File: src/hdl/lpr_pkg.sv
// Types and constants of the line pixel rasterizer.
package lpr_pkg;

    localparam int DATA_BITS = 16;

    localparam logic OP_LOAD = 1'b0;
    localparam logic OP_STEP = 1'b1;

    localparam logic [1:0] STEP_NONE  = 2'd0;
    localparam logic [1:0] STEP_PLUS  = 2'd1;
    localparam logic [1:0] STEP_MINUS = 2'd3;

    typedef struct packed {
        logic                 opcode;
        logic [DATA_BITS-1:0] start_x;
        logic [DATA_BITS-1:0] start_y;
        logic [DATA_BITS-1:0] end_x;
        logic [DATA_BITS-1:0] end_y;
        logic [DATA_BITS-1:0] pixel_colour;
    } line_cmd_t;

    typedef struct packed {
        logic                 emit;
        logic [DATA_BITS-1:0] pixel_x;
        logic [DATA_BITS-1:0] pixel_y;
        logic [DATA_BITS-1:0] out_colour;
        logic                 last_pixel;
    } pixel_word_t;

    typedef struct packed {
        logic load;
        logic step;
    } stepper_ctrl_t;

endpackage

File: src/hdl/lpr_channels.sv
// Valid/ready channel interfaces for line commands and pixel words.
interface lpr_cmd_if;
    logic                          valid;
    logic                          ready;
    logic                          opcode;
    logic [lpr_pkg::DATA_BITS-1:0] start_x;
    logic [lpr_pkg::DATA_BITS-1:0] start_y;
    logic [lpr_pkg::DATA_BITS-1:0] end_x;
    logic [lpr_pkg::DATA_BITS-1:0] end_y;
    logic [lpr_pkg::DATA_BITS-1:0] pixel_colour;

    modport source (output valid, output opcode, output start_x, output start_y,
                    output end_x, output end_y, output pixel_colour, input ready);
    modport sink (input valid, input opcode, input start_x, input start_y,
                  input end_x, input end_y, input pixel_colour, output ready);
endinterface

interface lpr_pixel_if;
    logic                          valid;
    logic                          ready;
    logic [lpr_pkg::DATA_BITS-1:0] pixel_x;
    logic [lpr_pkg::DATA_BITS-1:0] pixel_y;
    logic [lpr_pkg::DATA_BITS-1:0] out_colour;
    logic                          last_pixel;

    modport source (output valid, output pixel_x, output pixel_y, output out_colour,
                    output last_pixel, input ready);
    modport sink (input valid, input pixel_x, input pixel_y, input out_colour,
                  input last_pixel, output ready);
endinterface

File: src/hdl/lpr_stepper.sv
// Line state registers and combinational Bresenham step logic.
module lpr_stepper #(
    parameter int COORD_BITS = 16
) (
    input  logic                  clk,
    input  logic                  rst_n,
    input  lpr_pkg::stepper_ctrl_t ctrl,
    input  lpr_pkg::line_cmd_t    cmd,
    output lpr_pkg::pixel_word_t  result
);
    import lpr_pkg::*;

    localparam int ERR_BITS = COORD_BITS + 1;

    logic                  active_reg, active_next;
    logic [COORD_BITS-1:0] col_reg, col_next;
    logic [COORD_BITS-1:0] row_reg, row_next;
    logic [1:0]            col_dir_reg, col_dir_next;
    logic [1:0]            row_dir_reg, row_dir_next;
    logic [COORD_BITS-1:0] delta_col_reg, delta_col_next;
    logic [COORD_BITS-1:0] delta_row_reg, delta_row_next;
    logic [COORD_BITS-1:0] major_reg, major_next;
    logic [ERR_BITS-1:0]   col_err_reg, col_err_next;
    logic [ERR_BITS-1:0]   row_err_reg, row_err_next;
    logic [ERR_BITS-1:0]   count_reg, count_next;
    logic [DATA_BITS-1:0]  colour_reg, colour_next;

    logic [COORD_BITS-1:0] sx, sy, ex, ey;
    logic [COORD_BITS-1:0] dx, dy;
    logic [1:0]            dir_x, dir_y;
    logic [ERR_BITS-1:0]   col_sum, row_sum, major_ext;
    logic                  is_last;

    assign sx = cmd.start_x[COORD_BITS-1:0];
    assign sy = cmd.start_y[COORD_BITS-1:0];
    assign ex = cmd.end_x[COORD_BITS-1:0];
    assign ey = cmd.end_y[COORD_BITS-1:0];

    // Per-axis absolute delta and direction code for a load.
    always_comb
    begin
        if (ex > sx)
        begin
            dx    = ex - sx;
            dir_x = STEP_PLUS;
        end
        else if (ex == sx)
        begin
            dx    = '0;
            dir_x = STEP_NONE;
        end
        else
        begin
            dx    = sx - ex;
            dir_x = STEP_MINUS;
        end
        if (ey > sy)
        begin
            dy    = ey - sy;
            dir_y = STEP_PLUS;
        end
        else if (ey == sy)
        begin
            dy    = '0;
            dir_y = STEP_NONE;
        end
        else
        begin
            dy    = sy - ey;
            dir_y = STEP_MINUS;
        end
    end

    assign major_ext = ERR_BITS'(major_reg);
    assign col_sum   = col_err_reg + ERR_BITS'(delta_col_reg);
    assign row_sum   = row_err_reg + ERR_BITS'(delta_row_reg);
    assign is_last   = (count_reg == major_ext + ERR_BITS'(1));

    always_comb
    begin
        active_next    = active_reg;
        col_next       = col_reg;
        row_next       = row_reg;
        col_dir_next   = col_dir_reg;
        row_dir_next   = row_dir_reg;
        delta_col_next = delta_col_reg;
        delta_row_next = delta_row_reg;
        major_next     = major_reg;
        col_err_next   = col_err_reg;
        row_err_next   = row_err_reg;
        count_next     = count_reg;
        colour_next    = colour_reg;
        if (ctrl.load)
        begin
            active_next    = 1'b1;
            col_next       = sx;
            row_next       = sy;
            col_dir_next   = dir_x;
            row_dir_next   = dir_y;
            delta_col_next = dx;
            delta_row_next = dy;
            major_next     = (dx > dy) ? dx : dy;
            col_err_next   = '0;
            row_err_next   = '0;
            count_next     = '0;
            colour_next    = cmd.pixel_colour;
        end
        else if (ctrl.step && active_reg)
        begin
            col_err_next = col_sum;
            row_err_next = row_sum;
            if (col_sum > major_ext)
            begin
                col_err_next = col_sum - major_ext;
                case (col_dir_reg)
                    STEP_PLUS:  col_next = col_reg + COORD_BITS'(1);
                    STEP_MINUS: col_next = col_reg - COORD_BITS'(1);
                    default:    col_next = col_reg;
                endcase
            end
            if (row_sum > major_ext)
            begin
                row_err_next = row_sum - major_ext;
                case (row_dir_reg)
                    STEP_PLUS:  row_next = row_reg + COORD_BITS'(1);
                    STEP_MINUS: row_next = row_reg - COORD_BITS'(1);
                    default:    row_next = row_reg;
                endcase
            end
            count_next = count_reg + ERR_BITS'(1);
            if (is_last)
            begin
                active_next = 1'b0;
            end
        end
    end

    always_ff @(posedge clk or negedge rst_n)
    begin
        if (!rst_n)
        begin
            active_reg    <= 1'b0;
            col_reg       <= '0;
            row_reg       <= '0;
            col_dir_reg   <= STEP_NONE;
            row_dir_reg   <= STEP_NONE;
            delta_col_reg <= '0;
            delta_row_reg <= '0;
            major_reg     <= '0;
            col_err_reg   <= '0;
            row_err_reg   <= '0;
            count_reg     <= '0;
            colour_reg    <= '0;
        end
        else
        begin
            active_reg    <= active_next;
            col_reg       <= col_next;
            row_reg       <= row_next;
            col_dir_reg   <= col_dir_next;
            row_dir_reg   <= row_dir_next;
            delta_col_reg <= delta_col_next;
            delta_row_reg <= delta_row_next;
            major_reg     <= major_next;
            col_err_reg   <= col_err_next;
            row_err_reg   <= row_err_next;
            count_reg     <= count_next;
            colour_reg    <= colour_next;
        end
    end

    assign result.emit       = ctrl.step && active_reg;
    assign result.pixel_x    = DATA_BITS'(col_reg);
    assign result.pixel_y    = DATA_BITS'(row_reg);
    assign result.out_colour = colour_reg;
    assign result.last_pixel = is_last;

endmodule

File: src/hdl/line_pixel_rasterizer_unit.sv
// A step word passes the input register, then the result register as a pixel.
// Throughput: one command word per cycle unless the pixel sink stalls; the
// stepper updates its line state in the same cycle it forms a pixel, so steps
// run back to back. A load or a step with no active line gives no pixel word.
// Reset (rst_n low, asynchronous) clears the line state, so no line is active.
// No clearing pass: the block is ready as soon as reset is released.
module line_pixel_rasterizer_unit #(
    parameter int COORD_BITS = 16
) (
    input  logic        clk,
    input  logic        rst_n,
    lpr_cmd_if.sink     line_in,
    lpr_pixel_if.source pixel_out
);
    import lpr_pkg::*;

    // Input register: one command word waiting for the stepper.
    logic          in_valid_reg;
    line_cmd_t     in_word_reg;

    // Result register: one pixel word waiting for the sink.
    logic          out_valid_reg;
    pixel_word_t   out_word_reg;

    logic          advance;
    stepper_ctrl_t ctrl;
    pixel_word_t   result;

    // Process the held command when the result slot is free or draining now.
    // Every command takes the slot, so a load never slips past a held pixel.
    assign advance       = in_valid_reg && (!out_valid_reg || pixel_out.ready);
    assign line_in.ready = !in_valid_reg || advance;

    always_ff @(posedge clk or negedge rst_n)
    begin
        if (!rst_n)
        begin
            in_valid_reg <= 1'b0;
        end
        else if (line_in.ready)
        begin
            in_valid_reg <= line_in.valid;
        end
    end

    // Payload needs no reset; capture on every accepted word.
    always_ff @(posedge clk)
    begin
        if (line_in.valid && line_in.ready)
        begin
            in_word_reg.opcode       <= line_in.opcode;
            in_word_reg.start_x      <= line_in.start_x;
            in_word_reg.start_y      <= line_in.start_y;
            in_word_reg.end_x        <= line_in.end_x;
            in_word_reg.end_y        <= line_in.end_y;
            in_word_reg.pixel_colour <= line_in.pixel_colour;
        end
    end

    assign ctrl.load = advance && (in_word_reg.opcode == OP_LOAD);
    assign ctrl.step = advance && (in_word_reg.opcode == OP_STEP);

    lpr_stepper #(
        .COORD_BITS (COORD_BITS)
    ) u_stepper (
        .clk    (clk),
        .rst_n  (rst_n),
        .ctrl   (ctrl),
        .cmd    (in_word_reg),
        .result (result)
    );

    // Refill the result slot on advance; otherwise drop it once it is taken.
    always_ff @(posedge clk or negedge rst_n)
    begin
        if (!rst_n)
        begin
            out_valid_reg <= 1'b0;
        end
        else if (advance)
        begin
            out_valid_reg <= result.emit;
        end
        else if (pixel_out.ready)
        begin
            out_valid_reg <= 1'b0;
        end
    end

    always_ff @(posedge clk)
    begin
        if (advance && result.emit)
        begin
            out_word_reg <= result;
        end
    end

    assign pixel_out.valid      = out_valid_reg;
    assign pixel_out.pixel_x    = out_word_reg.pixel_x;
    assign pixel_out.pixel_y    = out_word_reg.pixel_y;
    assign pixel_out.out_colour = out_word_reg.out_colour;
    assign pixel_out.last_pixel = out_word_reg.last_pixel;

endmodule

File: src/flat_wrapper.sv
// flat-port wrapper written by rule: the top's interface ports become plain ports
module line_pixel_rasterizer_unit_flat import lpr_pkg::*;
#(
    parameter int COORD_BITS = 16
)
  (clk, rst_n, line_in_valid, line_in_opcode, line_in_start_x, line_in_start_y, line_in_end_x, line_in_end_y, line_in_pixel_colour, line_in_ready, pixel_out_valid, pixel_out_pixel_x, pixel_out_pixel_y, pixel_out_out_colour, pixel_out_last_pixel, pixel_out_ready);
  lpr_cmd_if line_in_i ();
  lpr_pixel_if pixel_out_i ();
  input  logic clk;
  input  logic rst_n;
  input wire logic [$bits(line_in_i.valid)-1:0] line_in_valid;
  input wire logic [$bits(line_in_i.opcode)-1:0] line_in_opcode;
  input wire logic [$bits(line_in_i.start_x)-1:0] line_in_start_x;
  input wire logic [$bits(line_in_i.start_y)-1:0] line_in_start_y;
  input wire logic [$bits(line_in_i.end_x)-1:0] line_in_end_x;
  input wire logic [$bits(line_in_i.end_y)-1:0] line_in_end_y;
  input wire logic [$bits(line_in_i.pixel_colour)-1:0] line_in_pixel_colour;
  output wire logic [$bits(line_in_i.ready)-1:0] line_in_ready;
  output wire logic [$bits(pixel_out_i.valid)-1:0] pixel_out_valid;
  output wire logic [$bits(pixel_out_i.pixel_x)-1:0] pixel_out_pixel_x;
  output wire logic [$bits(pixel_out_i.pixel_y)-1:0] pixel_out_pixel_y;
  output wire logic [$bits(pixel_out_i.out_colour)-1:0] pixel_out_out_colour;
  output wire logic [$bits(pixel_out_i.last_pixel)-1:0] pixel_out_last_pixel;
  input wire logic [$bits(pixel_out_i.ready)-1:0] pixel_out_ready;
  assign line_in_i.valid = line_in_valid;
  assign line_in_i.opcode = line_in_opcode;
  assign line_in_i.start_x = line_in_start_x;
  assign line_in_i.start_y = line_in_start_y;
  assign line_in_i.end_x = line_in_end_x;
  assign line_in_i.end_y = line_in_end_y;
  assign line_in_i.pixel_colour = line_in_pixel_colour;
  assign line_in_ready = line_in_i.ready;
  assign pixel_out_valid = pixel_out_i.valid;
  assign pixel_out_pixel_x = pixel_out_i.pixel_x;
  assign pixel_out_pixel_y = pixel_out_i.pixel_y;
  assign pixel_out_out_colour = pixel_out_i.out_colour;
  assign pixel_out_last_pixel = pixel_out_i.last_pixel;
  assign pixel_out_i.ready = pixel_out_ready;
  line_pixel_rasterizer_unit #(.COORD_BITS(COORD_BITS)) u_core (.clk(clk), .rst_n(rst_n), .line_in(line_in_i), .pixel_out(pixel_out_i));
endmodule
File: config.mk
export PLATFORM = sky130hd
export DESIGN_NAME = line_pixel_rasterizer_unit_flat
export DESIGN_NICKNAME = d
export VERILOG_FILES = /design/src/hdl/lpr_pkg.sv /design/src/hdl/lpr_channels.sv /design/src/hdl/lpr_stepper.sv /design/src/hdl/line_pixel_rasterizer_unit.sv /design/src/flat_wrapper.sv
export SDC_FILE = /design/constraint.sdc
export NUM_CORES = 1
export LEC_CHECK = 0
export BUFFER_PORTS_ARGS = -buffer_cell sky130_fd_sc_hd__clkbuf_2
export CAP_MARGIN = 20
export CORE_ASPECT_RATIO = 1.4
export CORE_UTILIZATION = 62
export DETAILED_ROUTE_END_ITERATION = 8
export GPL_ROUTABILITY_DRIVEN = 0
export PLACE_DENSITY = 0.92
export SLEW_MARGIN = 20
export SYNTH_ARGS = -nofsm -noshare
export SYNTH_HDL_FRONTEND = slang
export SYNTH_SLANG_ARGS = --single-unit
File: constraint.sdc
create_clock -name clk -period 5.9 [get_ports clk]
set_clock_uncertainty 0.1 [all_clocks]
set_input_delay 0.59 -clock clk [delete_from_list [all_inputs] [get_ports clk]]
set_output_delay 0.59 -clock clk [all_outputs]
set_load 0.1 [all_outputs]
**Word level (Yosys, flattened, before mapping)**

Index checks and enable logic that the tools add are counted.

- RAM bits: 0
- Bits in registers: 284
- Bits in read-only memories: 0
- Bits in latches: 0
- Memories kept: 0

- Order comparisons: 5
- Muxes and demuxes: 30
- Multipliers: 0
- Divide/modulo/power cells: 0
- Add/subtract/negate cells: 14
- Bitwise operators: 1
- Equal/unequal tests: 7
- Reduce and logical (&&, ||, !) cells: 20
- Shift operators: 0

Operators by type and width:

| cell | number |
|---|---|
| $mux W16 | 11 |
| $mux W17 | 8 |
| $pmux W16 S2 | 2 |
| $sub A16 B16 Y16 | 4 |
| $gt A16 B16 Y1 | 3 |
| $add A17 B16 Y17 | 2 |
| $gt A17 B16 Y1 | 2 |
| $sub A17 B16 Y17 | 2 |
| $add A16 B1 Y16 const B | 2 |
| $eq A16 B16 Y1 | 2 |
| $sub A16 B1 Y16 const B | 2 |
| $add A16 B1 Y17 const B | 1 |
| $add A17 B1 Y17 const B | 1 |
| $eq A17 B17 Y1 | 1 |
| $reduce_bool A2 Y1 | 5 |
| $mux W2 | 4 |
| $logic_and A1 B1 Y1 | 6 |
| $reduce_and A3 Y1 | 2 |
| $reduce_bool A3 Y1 | 2 |
| $mux W1 | 5 |
| $eq A2 B1 Y1 const B | 2 |
| $eq A2 B2 Y1 const B | 2 |
| $logic_not A1 Y1 | 2 |
| $logic_or A1 B1 Y1 | 2 |
| other kinds (2) | 2 |

**Longest topological paths before layout**

Gate-level depths: netlist (run 1).

- Depth in word-level cells: 7
- Mapped depth: 23

**Hierarchy**

A second synthesis (run 1) with hierarchy kept.

- Cell total of the unflattened synthesis: 1930
- Area total of the unflattened synthesis: 18901.9 µm²

Modules (own cells, without submodules):

| module | instances | area an instance (µm²) | cells each |
|---|---|---|---|
| lpr_stepper | 1 | 14869.3 | 1788 |
| line_pixel_rasterizer_unit | 1 | 4032.6 | 142 |

**Worst setup path before layout (run 1)**

No wires, ideal clock.

- Path type: register to register
- Start point: reg u_core.in_word_reg[48] (netlist bit)
- End point: reg u_core.u_stepper.major_reg[12]
- Path buffers: 3
- Stages on the path, launching flop included: 20
- Arrival: 4.477 ns
- Data required time: 5.680 ns
- Setup time: 0.120 ns
- Path slack: 1.203 ns
- Cells stage by stage: edfxtp_1 ha_1 fa_1 nand2b_1 a21oi_1 o21ai_1 a211o_1 nand2_2 buf_2 mux2i_1 xnor2_1 nand2_1 ha_1 nand4_1 or4_1 clkbuf_1 and2_1 clkbuf_1 a31o_2 a31o_2

- Cells in the longest elaborated chain, start to end: 5

Ends and longest elaborated chain:

| what | RTL line | source |
|---|---|---|
| from (decl) | line_pixel_rasterizer_unit.sv:19 | `line_cmd_t in_word_reg;` |
| $sub A16 B16 Y16 / $eq A16 B16 Y1 (equally long branches) | lpr_stepper.sv:69, lpr_stepper.sv:62 |  |
| $mux W16 | lpr_stepper.sv:62 | `else if (ey == sy)` |
| $mux W16 (*) | lpr_stepper.sv:57 | `if (ey > sy)` |
| $gt A16 B16 Y1 | lpr_stepper.sv:102 | `major_next = (dx > dy) ? dx : dy;` |
| $mux W16 (*) | lpr_stepper.sv:102 |  |
| to (signal assigned) | lpr_stepper.sv:164 | `major_reg <= major_next;` |
| to (decl) | lpr_stepper.sv:22 | `logic [COORD_BITS-1:0] major_reg, major_next;` |

Mark *: on every way between the ends. The rest lies on a longest branch, timed or not.
A chain may end at the register's enable or synchronous reset.

**Worst setup path after layout (run 1)**

- Start point: reg u_core.in_word_reg[48] (netlist bit)
- End point: reg u_core.u_stepper.major_reg[7]

The elaborated chain is that of the path after synthesis.

==> results list, run 1 <==
- Run status: finished, final reports clean
- Count of distinct cell types in the synthesized netlist: 81
* Core Util, Final: 0.7035
- Counting I/O delays and the setup requirement, the final critical path takes ~5.4 ns.
* First-pass GRT wire length: 85640 um
* Synthesis-stage register bit count: 284
- CTS tree: built
- Routed via count divided by cell count: 6.793
* Worst-Skew Late Latency: between 0.5 and 0.6 ns
- The count of nets left with antenna violations once routing finished came out at 0.
- The via count of the first global-routing pass is 16580.
* Area share of the largest cell type after synthesis: 0.2046
- Setup crit start kind: register
* CP endpoint kind: register
- Post-detail-place hpwl: between 30000 and 40000 um
- Among all stages on the critical path, the largest delay is contributed by sky130_fd_sc_hd__and2_1.
- Count of endpoints failing setup in the final report: 0
- Clock power frac: 0.162
- Peak supply drop: 385.5 uV
* Register share of total power: 0.237
* Cell area after synthesis: between 0.015 and 0.02 sq mm
- Power per cell area: approximately 590 mW/mm^2
- X dimension of the die: 150.3 um
- Tot GR Track Use: 0.3472
* Hold crit path type: input pin to register
- DR DRC count: 0
- Among cell families on the critical path, the largest total delay comes from compound AO/OA/AOI/OAI gates.
- Cell-by-cell trace of the critical path: ha_1 > fa_1 > nand2b_1 > a21oi_1 > o21ai_1 > a211o_1 > nand2_2 > mux2i_1 > mux2_2 > ha_1 > or3_1 > o21ai_0 > a21oi_1 > a31oi_1 > o31ai_1 > and2_1 > nor2_1 > a221o_1
- Dominant cells by area after synthesis: sky130_fd_sc_hd__edfxtp_1 (20%), sky130_fd_sc_hd__dfrtp_1 (20%), sky130_fd_sc_hd__ha_1 (11%), sky130_fd_sc_hd__nand2_1 (4.8%), sky130_fd_sc_hd__a21oi_1 (3.4%)
* Setup TNS after final layout: 0 ns
- The critical path is of the register to register type.
* Cell type contributing the most total cell area after synthesis: sky130_fd_sc_hd__edfxtp_1
* Cells after synthesis: around 2000
- Of the cells placed in the final design, the portion with a size suffix greater than 1 is 0.1157.
* Unrepaired setup endpoints after global routing: no
* Maximum number of pins on one net before global-route repair: between 80 and 90
- Of the total power, the share spent switching nets is 0.4661.
* Aggregate global routing overflow: 0
* Floorplan die height: about 210 um
- During synthesis, Yosys emitted a total of 0 warnings.
* CP arrival: around 5.7 ns
- Area added between synthesis and finish: 11.08%
- Cell internal power was estimated by the tool at 6.688 mW.
* Clock-pin slew of the registers on the worst-case setup and hold paths: 0.08 ns
* Leakage power of the design: between 9 and 10 nW
- The final count of pins violating max slew is 0.
- By count the netlist is led by sky130_fd_sc_hd__nand2_1 (245), sky130_fd_sc_hd__ha_1 (172), sky130_fd_sc_hd__dfrtp_1 (154), sky130_fd_sc_hd__inv_1 (135).
- At the pin with the least slew margin, the transition time is between 1 and 1.5 ns.
- TritonRoute pass-1 iters: 7
- The register with the most flip-flops in the layout has 81 of them.
- Routed len/inst: roughly 21 um
- Counting flops with an async set or reset pin after synthesis yields a share of 0.5423.
* Fmax: about 0.19 GHz
* Max cap viols: 0
* Total inserted antenna cells: 0
- In this run, synthesis inferred 130 flip-flops with an integrated enable.
- Total power draw: 12.53 mW
- Each instance of the synthesized netlist takes up on average about 9.5 sq um.
- Port Buf Inserts: roughly 140
* Syn_nets: 2268
- The final layout contains routed wiring with a total length of about 54000 um.
* Endpoints failing hold: 0
- The initial utilization of the core area, before any placement, comes to 0.6333.
- Required @ worst endpoint: about 6.3 ns
- Area of the die: 0.03148 sq mm
* Longest Clk Path Bufs: 3
- Reg2Reg Setup Slack: about 0.55 ns
* Number of nets in the finished design: ~2400
- The core region is ~0.03 sq mm.
* Number of rows in the core area: 75
* Peak fanout along the critical path: 14
- Counting the buffers created by CTS gives 29.
- Ports placed on the boundary: between 100 and 150
- Summing over every cut layer, the via total after detailed routing is between 15000 and 20000.
- Worst slew margin relative to its limit: 0.2098
- Predominant post-synthesis flop cell: sky130_fd_sc_hd__dfrtp_1
* Sequential element share of the synthesized area: 0.4066
- DRC violation total after the first TritonRoute iteration: 1964
- The critical path contains buffers and inverters numbering 0 combined.
- Root buffer cell: sky130_fd_sc_hd__clkbuf_16
- Delay contributed by the slowest stage of the critical path: roughly 0.45 ns
* Fraction of the cycle the final worst path needs: 0.9072
- For this design the total switching power over the nets is 5.839 mW.
- The clock net in this run drives a total of approximately 280 sinks.
* Number of antenna violations at the first check in global routing: 0
- By instance count, the leading cell after synthesis is sky130_fd_sc_hd__nand2_1.
- In this run the number of H-tree levels came out at 1.
* Logic pwr share: 0.601
## layout by cell type (no fill, tap or decap), types with 21 or more instances in the layout
| master | count |
|---|---|
| sky130_fd_sc_hd__inv_1 | 134 |
| sky130_fd_sc_hd__clkbuf_16 | 32 |
| sky130_fd_sc_hd__o21a_1 | 28 |
| sky130_fd_sc_hd__o221ai_1 | 28 |
| sky130_fd_sc_hd__nor2_1 | 106 |
| sky130_fd_sc_hd__xnor2_1 | 64 |
| sky130_fd_sc_hd__nand4_1 | 31 |
| sky130_fd_sc_hd__edfxtp_1 | 130 |
| sky130_fd_sc_hd__a21o_1 | 34 |
| sky130_fd_sc_hd__nand2_1 | 245 |
| sky130_fd_sc_hd__xor2_1 | 36 |
| sky130_fd_sc_hd__nor3_1 | 33 |
| sky130_fd_sc_hd__ha_1 | 172 |
| sky130_fd_sc_hd__dfrtp_1 | 154 |
| sky130_fd_sc_hd__clkbuf_2 | 134 |
| sky130_fd_sc_hd__o21ai_0 | 122 |
| sky130_fd_sc_hd__a21oi_1 | 130 |
| sky130_fd_sc_hd__mux2i_1 | 62 |
| sky130_fd_sc_hd__nand3_1 | 51 |
| sky130_fd_sc_hd__a211oi_1 | 21 |
## power groups by stage
stage	registers (mW)	logic (mW)	clock network [mW]
after global placement	2.96	6.88	0
after detailed placement	2.98	7.19	0
final	2.97	7.52	2.03
after CTS	2.95	7.29	2.03
after global routing	3.01	8.14	2.11
after floorplan	3.16	5.41	0
## per-layer routing
metal  vias to the layer above  global-route usage  wire length [um]
met5                         -                   0                 0
met4                         0              0.2504              4412
met3                       356             0.06152              4673
met2                      1107              0.5589             25180
met1                      8090              0.4169             19300
li1                       7566                   -                 -
## what timing repair did
action,CTS,global route
setup buffers,0,0
resized for setup,0,0
setup endpoints to repair,0,0
hold endpoints to repair,41,0
hold buffers,1,0
## final timing paths
path                                        startpoint                                end  cells past startpoint
worst min register to register   u_core.in_word_reg[7]     u_core.u_stepper.colour_reg[7]                      2
min in group asynchronous                        rst_n  u_core.u_stepper.delta_col_reg[5]                      2
max in group asynchronous                        rst_n     u_core.u_stepper.colour_reg[8]                      3
worst min-delay path                  line_in_end_y[9]             u_core.in_word_reg[25]                      1
worst max register to register  u_core.in_word_reg[48]      u_core.u_stepper.major_reg[7]                     18
worst max-delay path            u_core.in_word_reg[48]      u_core.u_stepper.major_reg[7]                     18
## cell families (layout without fill, tap and decap cells)
group / after synthesis / in the layout / share of synthesized area
AND/OR/NAND/NOR: 617 / 617 / 0.1555
AO/OA/AOI/OAI: 532 / 532 / 0.1847
flip-flops: 284 / 284 / 0.4066
multiplexers: 77 / 77 / 0.04158
adder cells (fa/ha/maj): 182 / 182 / 0.1233
XOR/XNOR: 100 / 100 / 0.04591
buffers and inverters: 209 / 343 / 0.04237
## cell type report
cell class	count	area, sq um
Inverter	135	506.7
Clock buffer	35	822.0
Timing Repair Buffer	154	847.1
Sequential cell	284	7757
Fill cell	1986	8932
Tap cell	385	481.7
Clock inverter	19	229.0
Multi-Input combinational cell	1508	10550
## per-stage QoR
step | cells | setup slack [ns] | instance area [sq um] | hold WS [ns]
4_1_cts | 2519 | 0.6531 | 21150 | 0.06037
2_1_floorplan | 2001 | 1.203 | 19080 | 0.1944
6_report | 2520 | 0.5475 | 21190 | 0.06907
3_5_place_dp | 2464 | 0.7173 | 20090 | 0.3236
3_3_place_gp | 2464 | 0.9390 | 20090 | 0.3195
5_1_grt | 2520 | 0.3468 | 21190 | 0.06734
Note: power is estimated with default switching activity, not from simulation.
==> run 2, diff against run 1 <==
--- a/config.mk
+++ b/config.mk
@@ -7,11 +7,11 @@
 export LEC_CHECK = 0
 export BUFFER_PORTS_ARGS = -buffer_cell sky130_fd_sc_hd__clkbuf_2
 export CAP_MARGIN = 20
-export CORE_ASPECT_RATIO = 1.4
+export CORE_ASPECT_RATIO = 0.7
 export CORE_UTILIZATION = 62
 export DETAILED_ROUTE_END_ITERATION = 8
 export GPL_ROUTABILITY_DRIVEN = 0
-export PLACE_DENSITY = 0.92
+export PLACE_DENSITY = 0.89
 export SLEW_MARGIN = 20
 export SYNTH_ARGS = -nofsm -noshare
 export SYNTH_HDL_FRONTEND = slang
==> results list, run 2 (synthesized netlist as in run 1, its figures left out) <==
- Setup TNS after final layout: 0 ns (unchanged)
- Core Area: 0.03011 sq mm (about the same)
- Fin area: 0.02109 sq mm (-0.47%)
* Number of cells in the design after placement: 2486 (+0.89%)
- Setup repair after global routing left no endpoint under its margin.
- CP endpoint kind: register
* DR vias: 16880 (-1.4%)
* Final ANT Viol Nets: 0 (unchanged)
- Max Transition Viols Final: 0 (unchanged)
- Required @ worst endpoint: 6.26 ns (about the same)
- Post-detail-place hpwl: 38490 um (+2.8%)
- Root buffer cell: sky130_fd_sc_hd__clkbuf_16
- Longest Clk Path Bufs: 3 (unchanged)
- Cell-by-cell trace of the critical path: inv_1 > ha_1 > fa_1 > nand2b_1 > a21oi_1 > o21ai_1 > a211o_1 > nand2_2 > mux2i_1 > mux2_2 > ha_1 > o21a_1 > o31ai_1 > a21oi_1 > a31oi_1 > o31ai_2 > and2_2 > nor2_1 > a221o_1
- The total number of H-tree levels is 1 (unchanged).
- Area of the multi-input gates: 0.01054 sq mm (about the same)
- The insertion delay to the later sink of the worst-skew pair was 0.58 ns (about the same).
* Routed len/inst: 20.90 um (-1.7%)
- The chip height was 148.8 um (-29%).
* Number of flip-flops under the largest register name: 81 (unchanged)
- DRC violation total after the first TritonRoute iteration: 2100 (+6.9%)
* Setup crit start kind: register
- Delay contributed by the slowest stage of the critical path: 0.42 ns (-0.03 ns)
- The port buffer count was 135 (unchanged).
* DR DRC count: 0 (unchanged)
* Total inserted antenna cells: 0 (unchanged)
- X dimension of the die: 211.7 um (+41%)
- The depth of the most critical reg-to-reg path is 19 (+1).
- TritonCTS built the clock tree.
- The clock transition at the registers of the reported paths was 0.07 ns (about the same).
* Crit Path Class: register to register
- Total power draw: 12.38 mW (-1.2%)
- TritonCTS Buffers: 29 (unchanged)
- Filler cell count: 2150 (+8.3%)
- The overall fraction of global-route tracks in use came to 0.3387 (-0.008489).
- The number of buffers added for setup after CTS is 0 (unchanged).
* Worst Slack Setup Final: 0.4179 ns (-0.1296 ns)
- The initial standard-cell utilization of the core is 0.6337 (about the same).
* Cell with the largest stage delay on the worst path: sky130_fd_sc_hd__fa_1
- The die outline area is 0.03149 sq mm (about the same).
- The instance area at placement was 0.02009 sq mm (about the same).
* Routed via count divided by cell count: 6.647 (-2.1%)
* Ratio of cells with drive above 1 in the final layout: 0.1133 (-0.002439)
* Peak fanout along the critical path: 14 (unchanged)
- The first-pass GRT wire length is 84210 um (-1.7%).
- The total leakage power was 9.500 nW (-0.79%).
- The number of non-filler instances in the completed layout is 2540 (+0.79%).
- Leaving out fill and tap cells, the most frequent cells in the layout are sky130_fd_sc_hd__nand2_1 (245), sky130_fd_sc_hd__ha_1 (172), sky130_fd_sc_hd__dfrtp_1 (154).
* Ports placed on the boundary: 136 (unchanged)
- Fraction of the cycle the final worst path needs: 0.9292 (+0.02197)
- The global-route congestion overflow total came to 0 (unchanged).
- The library cell used most frequently in the layout, excluding fill and tap cells, is sky130_fd_sc_hd__nand2_1.
* CP arrival: 5.84 ns (+0.13 ns)
* Number of antenna violations at the first check in global routing: 0 (unchanged)
- The peak clock frequency supported by timing was 0.1824 GHz (-2.4%).
- Max cap viols: 0 (unchanged)
- The transition time at the pin with the least slew margin is 1.013 ns (-0.1617 ns).
* Capturing point of the worst reg2reg path: u_core.u_stepper.major_reg[7]
* Number of nets in the finished design: 2372 (-0.29%)
- Number of rows in the core area: 53 (-29%)
* Via count of the first global-routing pass: 15970 (-3.7%)
- The total wire length after detailed routing is 53090 um (-0.89%).
- The final count of hold timing violations came to 0 (unchanged).
* Clock period minus worst slack: 5.482 ns (+0.1296 ns)
- Count of endpoints failing setup in the final report: 0 (unchanged)
* Maximum number of pins on one net before global-route repair: 104 (+24%)
- Run status: finished, final reports clean
- Storage element area: 0.007757 sq mm (unchanged)
- Reg2Reg Setup Slack: 0.42 ns (-0.13 ns)
- Peak supply drop: 449.7 uV (+17%)
* Hold crit path type: input pin to asynchronous set/reset pin
* TritonRoute pass-1 iters: 6 (-1)
- Area added between synthesis and finish: 10.55%
- Pre-CTS WS: 0.4574 ns (-0.2599 ns)
* Worst slew margin relative to its limit: 0.3230 (+0.1132)
* Power per cell area: 586.9 mW/mm^2 (-0.72%)
- Worst r2r src: u_core.in_word_reg[16]
- Clk sinks: 284 (unchanged)
run 2: metrics by stage:
step / utilization / hold WS, ns
after floorplan: - / 0.1944
after global placement: 0.6673 / 0.3186
final: 0.7005 / 0.02104
after detailed placement: 0.6673 / 0.3303
after CTS: 0.7002 / 0.06466
after global routing: 0.7005 / 0.06037
run 2: power breakdown:
| group | internal, mW | total, mW | leakage (nW) | switching (mW) |
|---|---|---|---|---|
| clock network | 1.09 | 1.92 | 0.484 | 0.824 |
| registers | 2.57 | 2.99 | 3.18 | 0.429 |
| logic | 2.93 | 7.47 | 5.84 | 4.54 |
run 2: cell type report:
| class | count | share of cell area |
|---|---|---|
| Inverter | 135 | 0.02403 |
| Multi-Input combinational cell | 1508 | 0.4999 |
| Sequential cell | 284 | 0.3678 |
| Clock inverter | 13 | 0.007119 |
| Timing Repair Buffer | 147 | 0.03672 |
| Tap cell | 412 | 0.02444 |
| Clock buffer | 41 | 0.03993 |
run 2: worst max path at each step:
stage,start,endpoint,slack [ns],cells after the start
6_report,u_core.in_word_reg[16],u_core.u_stepper.major_reg[7],0.42,19
3_5_place_dp,u_core.in_word_reg[16],u_core.u_stepper.major_reg[7],0.46,19
4_1_cts,u_core.in_word_reg[16],u_core.u_stepper.major_reg[7],0.32,19
3_3_place_gp,u_core.in_word_reg[16],u_core.u_stepper.major_reg[7],0.74,19
2_1_floorplan,u_core.in_word_reg[48],u_core.u_stepper.major_reg[12],1.20,19
5_1_grt,u_core.in_word_reg[16],u_core.u_stepper.major_reg[7],0.13,19
run 2: layer usage:
metal,share of wire,up-vias,track usage
met4,0.039,0,0.1094
met3,0.12,194,0.06779
met2,0.43,1106,0.5211
met1,0.41,8038,0.4826
met5,0,-,0
li1,-,7546,-
run 2: what timing repair did:
action | CTS | global route
resized for setup | 0 | 2
hold buffers | 0 | 0
endpoints found under the setup margin | 0 | 5
hold endpoints to repair | 0 | 0
run 2: critical path: cells and delay by family (launching register included):
kind / cells / cell delay, ns
AOI/OAI and AO/OA: 9 / 2.19
and+or+nand+nor: 4 / 1.00
adders and majority gates: 3 / 0.96
muxes: 2 / 0.68
DFF: 1 / 0.36
buffers and inverters: 1 / 0.05
==> run 3, diff against run 2 <==
--- a/config.mk
+++ b/config.mk
@@ -15,4 +15,5 @@
 export SLEW_MARGIN = 20
 export SYNTH_ARGS = -nofsm -noshare
 export SYNTH_HDL_FRONTEND = slang
+export SYNTH_HIERARCHICAL = 1
 export SYNTH_SLANG_ARGS = --single-unit
==> results list, run 3 <==
* Pin slew with the least headroom to its limit: 1.086 ns (+0.07314 ns)
* Leakage power of the design: 9.601 nW (+1.1%)
- The post-route minimum period came to 5.544 ns (+0.06171 ns).
- Initial standard-cell utilization of the core: 0.6306 (-0.003040)
* Area of the die: 0.03120 sq mm (-0.91%)
- Traced cell by cell, the critical path runs through ha_1 > fa_1 > inv_1 > a21o_1 > a21oi_1 > o21ai_0 > a211o_1 > mux2_2 > o211ai_1 > a21oi_1 > mux2_2 > ha_1 > a21o_1 > a21o_1 > a21oi_1 > nand3_1 > o31ai_1 > buf_4 > nand2_1 > o22ai_1 > a21o_1.
- Sorting the synthesized cells by how often they occur yields sky130_fd_sc_hd__ha_1 (172), sky130_fd_sc_hd__a21oi_1 (165), sky130_fd_sc_hd__nand2_1 (155), sky130_fd_sc_hd__dfrtp_1 (154), sky130_fd_sc_hd__inv_1 (133).
- Crit Path Class: register to register
- First-pass GRT wire length: 80590 um (-4.3%)
- Number of antenna violations at the first check in global routing: 1 (+1)
* Post-detail-place hpwl: 35390 um (-8.0%)
* Number of nets in the finished design: 2312 (-2.5%)
- Syn_nets: 2197 (-3.1%)
- The via count of the first global-routing pass was 15650 (-2.0%).
* Critical path's most frequent cell: sky130_fd_sc_hd__a21o_1
* Cell area after synthesis: 0.01890 sq mm (-0.92%)
* Clock-pin slew of the registers on the worst-case setup and hold paths: 0.07 ns (about the same)
* Synthesis-stage register bit count: 284 (unchanged)
* Endpoints failing hold: 12 (+12)
- Reg2Reg Setup Slack: 0.36 ns (-0.06 ns)
* Delay contributed by the slowest stage of the critical path: 0.58 ns (+0.16 ns)
- After detailed routing, no signal wire sits above met4.
- Max Transition Viols Final: 0 (unchanged)
- The min-delay analysis places its worst path in the category input pin to asynchronous set/reset pin.
- The number of placement rows came to 53 (unchanged).
- The area growth from synthesis to layout is 10.85%.
* Ratio of cells with drive above 1 in the final layout: 0.1340 (+0.02076)
- The mean instance size in the synthesized netlist is 9.794 sq um (+2.7%).
* Cell type contributing the most total cell area after synthesis: sky130_fd_sc_hd__edfxtp_1
- Run status: finished with violations
- Count of H-tree levels built during CTS: 1 (unchanged)
- Cell with the largest stage delay on the worst path: sky130_fd_sc_hd__a211o_1
- Setup repair bufs after CTS: 0 (unchanged)
- The final-layout setup total negative slack came to 0 ns (unchanged).
- The length of routed met2 wiring came to 23340 um (+1.8%).
* Clk sinks: 284 (unchanged)
- Port Buf Inserts: 135 (unchanged)
- Sequential element share of the synthesized area: 0.4104 (+0.003768)
- Maximum number of pins on one net before global-route repair: 170 (+63%)
- The final number of setup-violating endpoints came to 0 (unchanged).
* Floorplan die height: 148.1 um (-0.45%)
* Delay-heaviest family, CP: compound AO/OA/AOI/OAI gates
- Max cap viols: 0 (unchanged)
- TritonCTS Buffers: 28 (-3.4%)
- The number of top-level design ports is 136 (unchanged).
* Routed via count divided by cell count: 6.456 (-2.9%)
* TritonRoute pass-1 iters: 8 (+2)
- Peak supply drop: 435.7 uV (-3.1%)
- Most common cell after layout, fill and taps aside: sky130_fd_sc_hd__ha_1
- The most used flip-flop cell after synthesis is sky130_fd_sc_hd__dfrtp_1.
* CTS tree: built
* DR DRC count: 0 (unchanged)
* Total wire length: 50710 um (-4.5%)
* X dimension of the die: 210.7 um (-0.46%)
* Unrepaired setup endpoints after global routing: no
- The number of gates resized after CTS is 0 (unchanged).
- The number of nets with antenna violations after detailed routing came to 0 (unchanged).
* Routed len/inst: 20.45 um (-2.2%)
* Top library cells by usage in the layout, fill and taps aside: sky130_fd_sc_hd__ha_1 (172), sky130_fd_sc_hd__a21oi_1 (165), sky130_fd_sc_hd__nand2_1 (155)
* Number of flip-flops under the largest register name: 81 (unchanged)
- Longest Clk Path Bufs: 3 (unchanged)
* Root buffer cell: sky130_fd_sc_hd__clkbuf_16
- Cells after synthesis: 1930 (-3.5%)
- The worst hold slack after final layout came to -0.04983 ns (-0.07087 ns).
- The number of warning messages in the yosys log was 6 (+6).
* Dominant cells by area after synthesis: sky130_fd_sc_hd__edfxtp_1 (21%), sky130_fd_sc_hd__dfrtp_1 (20%), sky130_fd_sc_hd__ha_1 (11%), sky130_fd_sc_hd__a21oi_1 (4.4%), sky130_fd_sc_hd__xnor2_1 (3.7%)
- Setup crit start kind: register
- Fmax: 0.1804 GHz (-1.1%)
- The final reports fail on hold timing.
- Tot GR Track Use: 0.3234 (-0.01524)
- Met3 wirelength from detailed routing: 5036 um (-19%)
- The number of different library cells in the post-synthesis netlist came to 92 (+14%).
- The core area came to 0.02997 sq mm (-0.44%).
- The via count of the routed design is 16010 (-5.2%).
- CP arrival: 5.95 ns (+0.11 ns)
- The share of Yosys cell area claimed by the top area cell type came to 0.2065 (+0.001896).
- The share of the cycle needed by the critical path after routing is 0.9396 (+0.01046).
- The global-route congestion overflow total was 0 (unchanged).
* Library cell with the highest instance count after synthesis: sky130_fd_sc_hd__ha_1
- DRC violation total after the first TritonRoute iteration: 2267 (+8.0%)
* Power per cell area: 634.0 mW/mm^2 (+8.0%)
- Met1 wire length: 20720 um (-5.3%)
* Hold buffers post-CTS: 0 (unchanged)
- The count of flip-flops with a built-in enable after synthesis is 130 (unchanged).
- The required time of the critical path is 6.31 ns (+0.05 ns).
- Peak fanout along the critical path: 13 (-1)
- Crit path buffers/inverters: 2 (+1)
- CP endpoint kind: register
- The max-slew headroom at the worst pin came to 0.2759 (-0.04716).
- Worst-Skew Late Latency: 0.56 ns (-0.02 ns)
- Async set-reset flop share out of synthesis: 0.5423 (unchanged)
==> run 3: metrics by stage <==
stage               power [mW]    util  setup slack, ns  cells  cell area [sq um]
floorplan                9.300       -            1.198   1930              18900
global placement         10.67  0.6666           0.8113   2427              19980
detailed placement       11.05  0.6666           0.5791   2427              19980
CTS                      13.07  0.6989           0.5216   2479              20950
global route             14.12  0.6990          0.09336   2480              20950
finish                   13.28  0.6990           0.3562   2480              20950
==> run 3: final timing paths <==
kind,start,to,depth (start not counted)
min in group clk,line_in_end_y[4],u_core/in_word_reg[20],1
worst max register to register,u_core/in_word_reg[48],u_core/u_stepper/major_reg[5],21
worst min-delay path,rst_n,u_core/u_stepper/row_reg[12],1
worst min register to register,u_core/u_stepper/colour_reg[0],u_core/pixel_out.out_colour[0],0
max in group asynchronous,rst_n,u_core/u_stepper/col_err_reg[6],2
worst max-delay path,u_core/in_word_reg[48],u_core/u_stepper/major_reg[5],21
==> run 3: cell type report <==
cell class / instances / area (sq um)
Clock inverter: 14 / 170.2
Tap cell: 412 / 515.5
Multi-Input combinational cell: 1437 / 10310
Fill cell: 2076 / 9021
Timing Repair Buffer: 159 / 887.1
Clock buffer: 38 / 800.8
Inverter: 135 / 506.7
Antenna cell: 1 / 2.502
Sequential cell: 284 / 7757
==> run 3: power by group <==
part           leakage (nW)  total [mW]  internal [mW]  switching [mW]
Sequential             3.12        2.93           2.55           0.376
Combinational          6.01        8.45           3.49            4.96
Clock                 0.470        1.91           1.09           0.817
==> run 3: metal layers <==
layer	vias up	GRT usage
met2	998	0.5163
li1	7193	-
met5	-	0
met3	166	0.05976
met4	0	0.1101
met1	7655	0.4460
==> run 3: kinds of logic after synthesis <==
group,synth area share
flip-flops,0.4104
multiplexers,0.05607
adder cells (fa/ha/maj),0.1244
AND/OR/NAND/NOR,0.1293
buffers and inverters,0.04488
XOR/XNOR,0.05653
AO/OA/AOI/OAI,0.1783
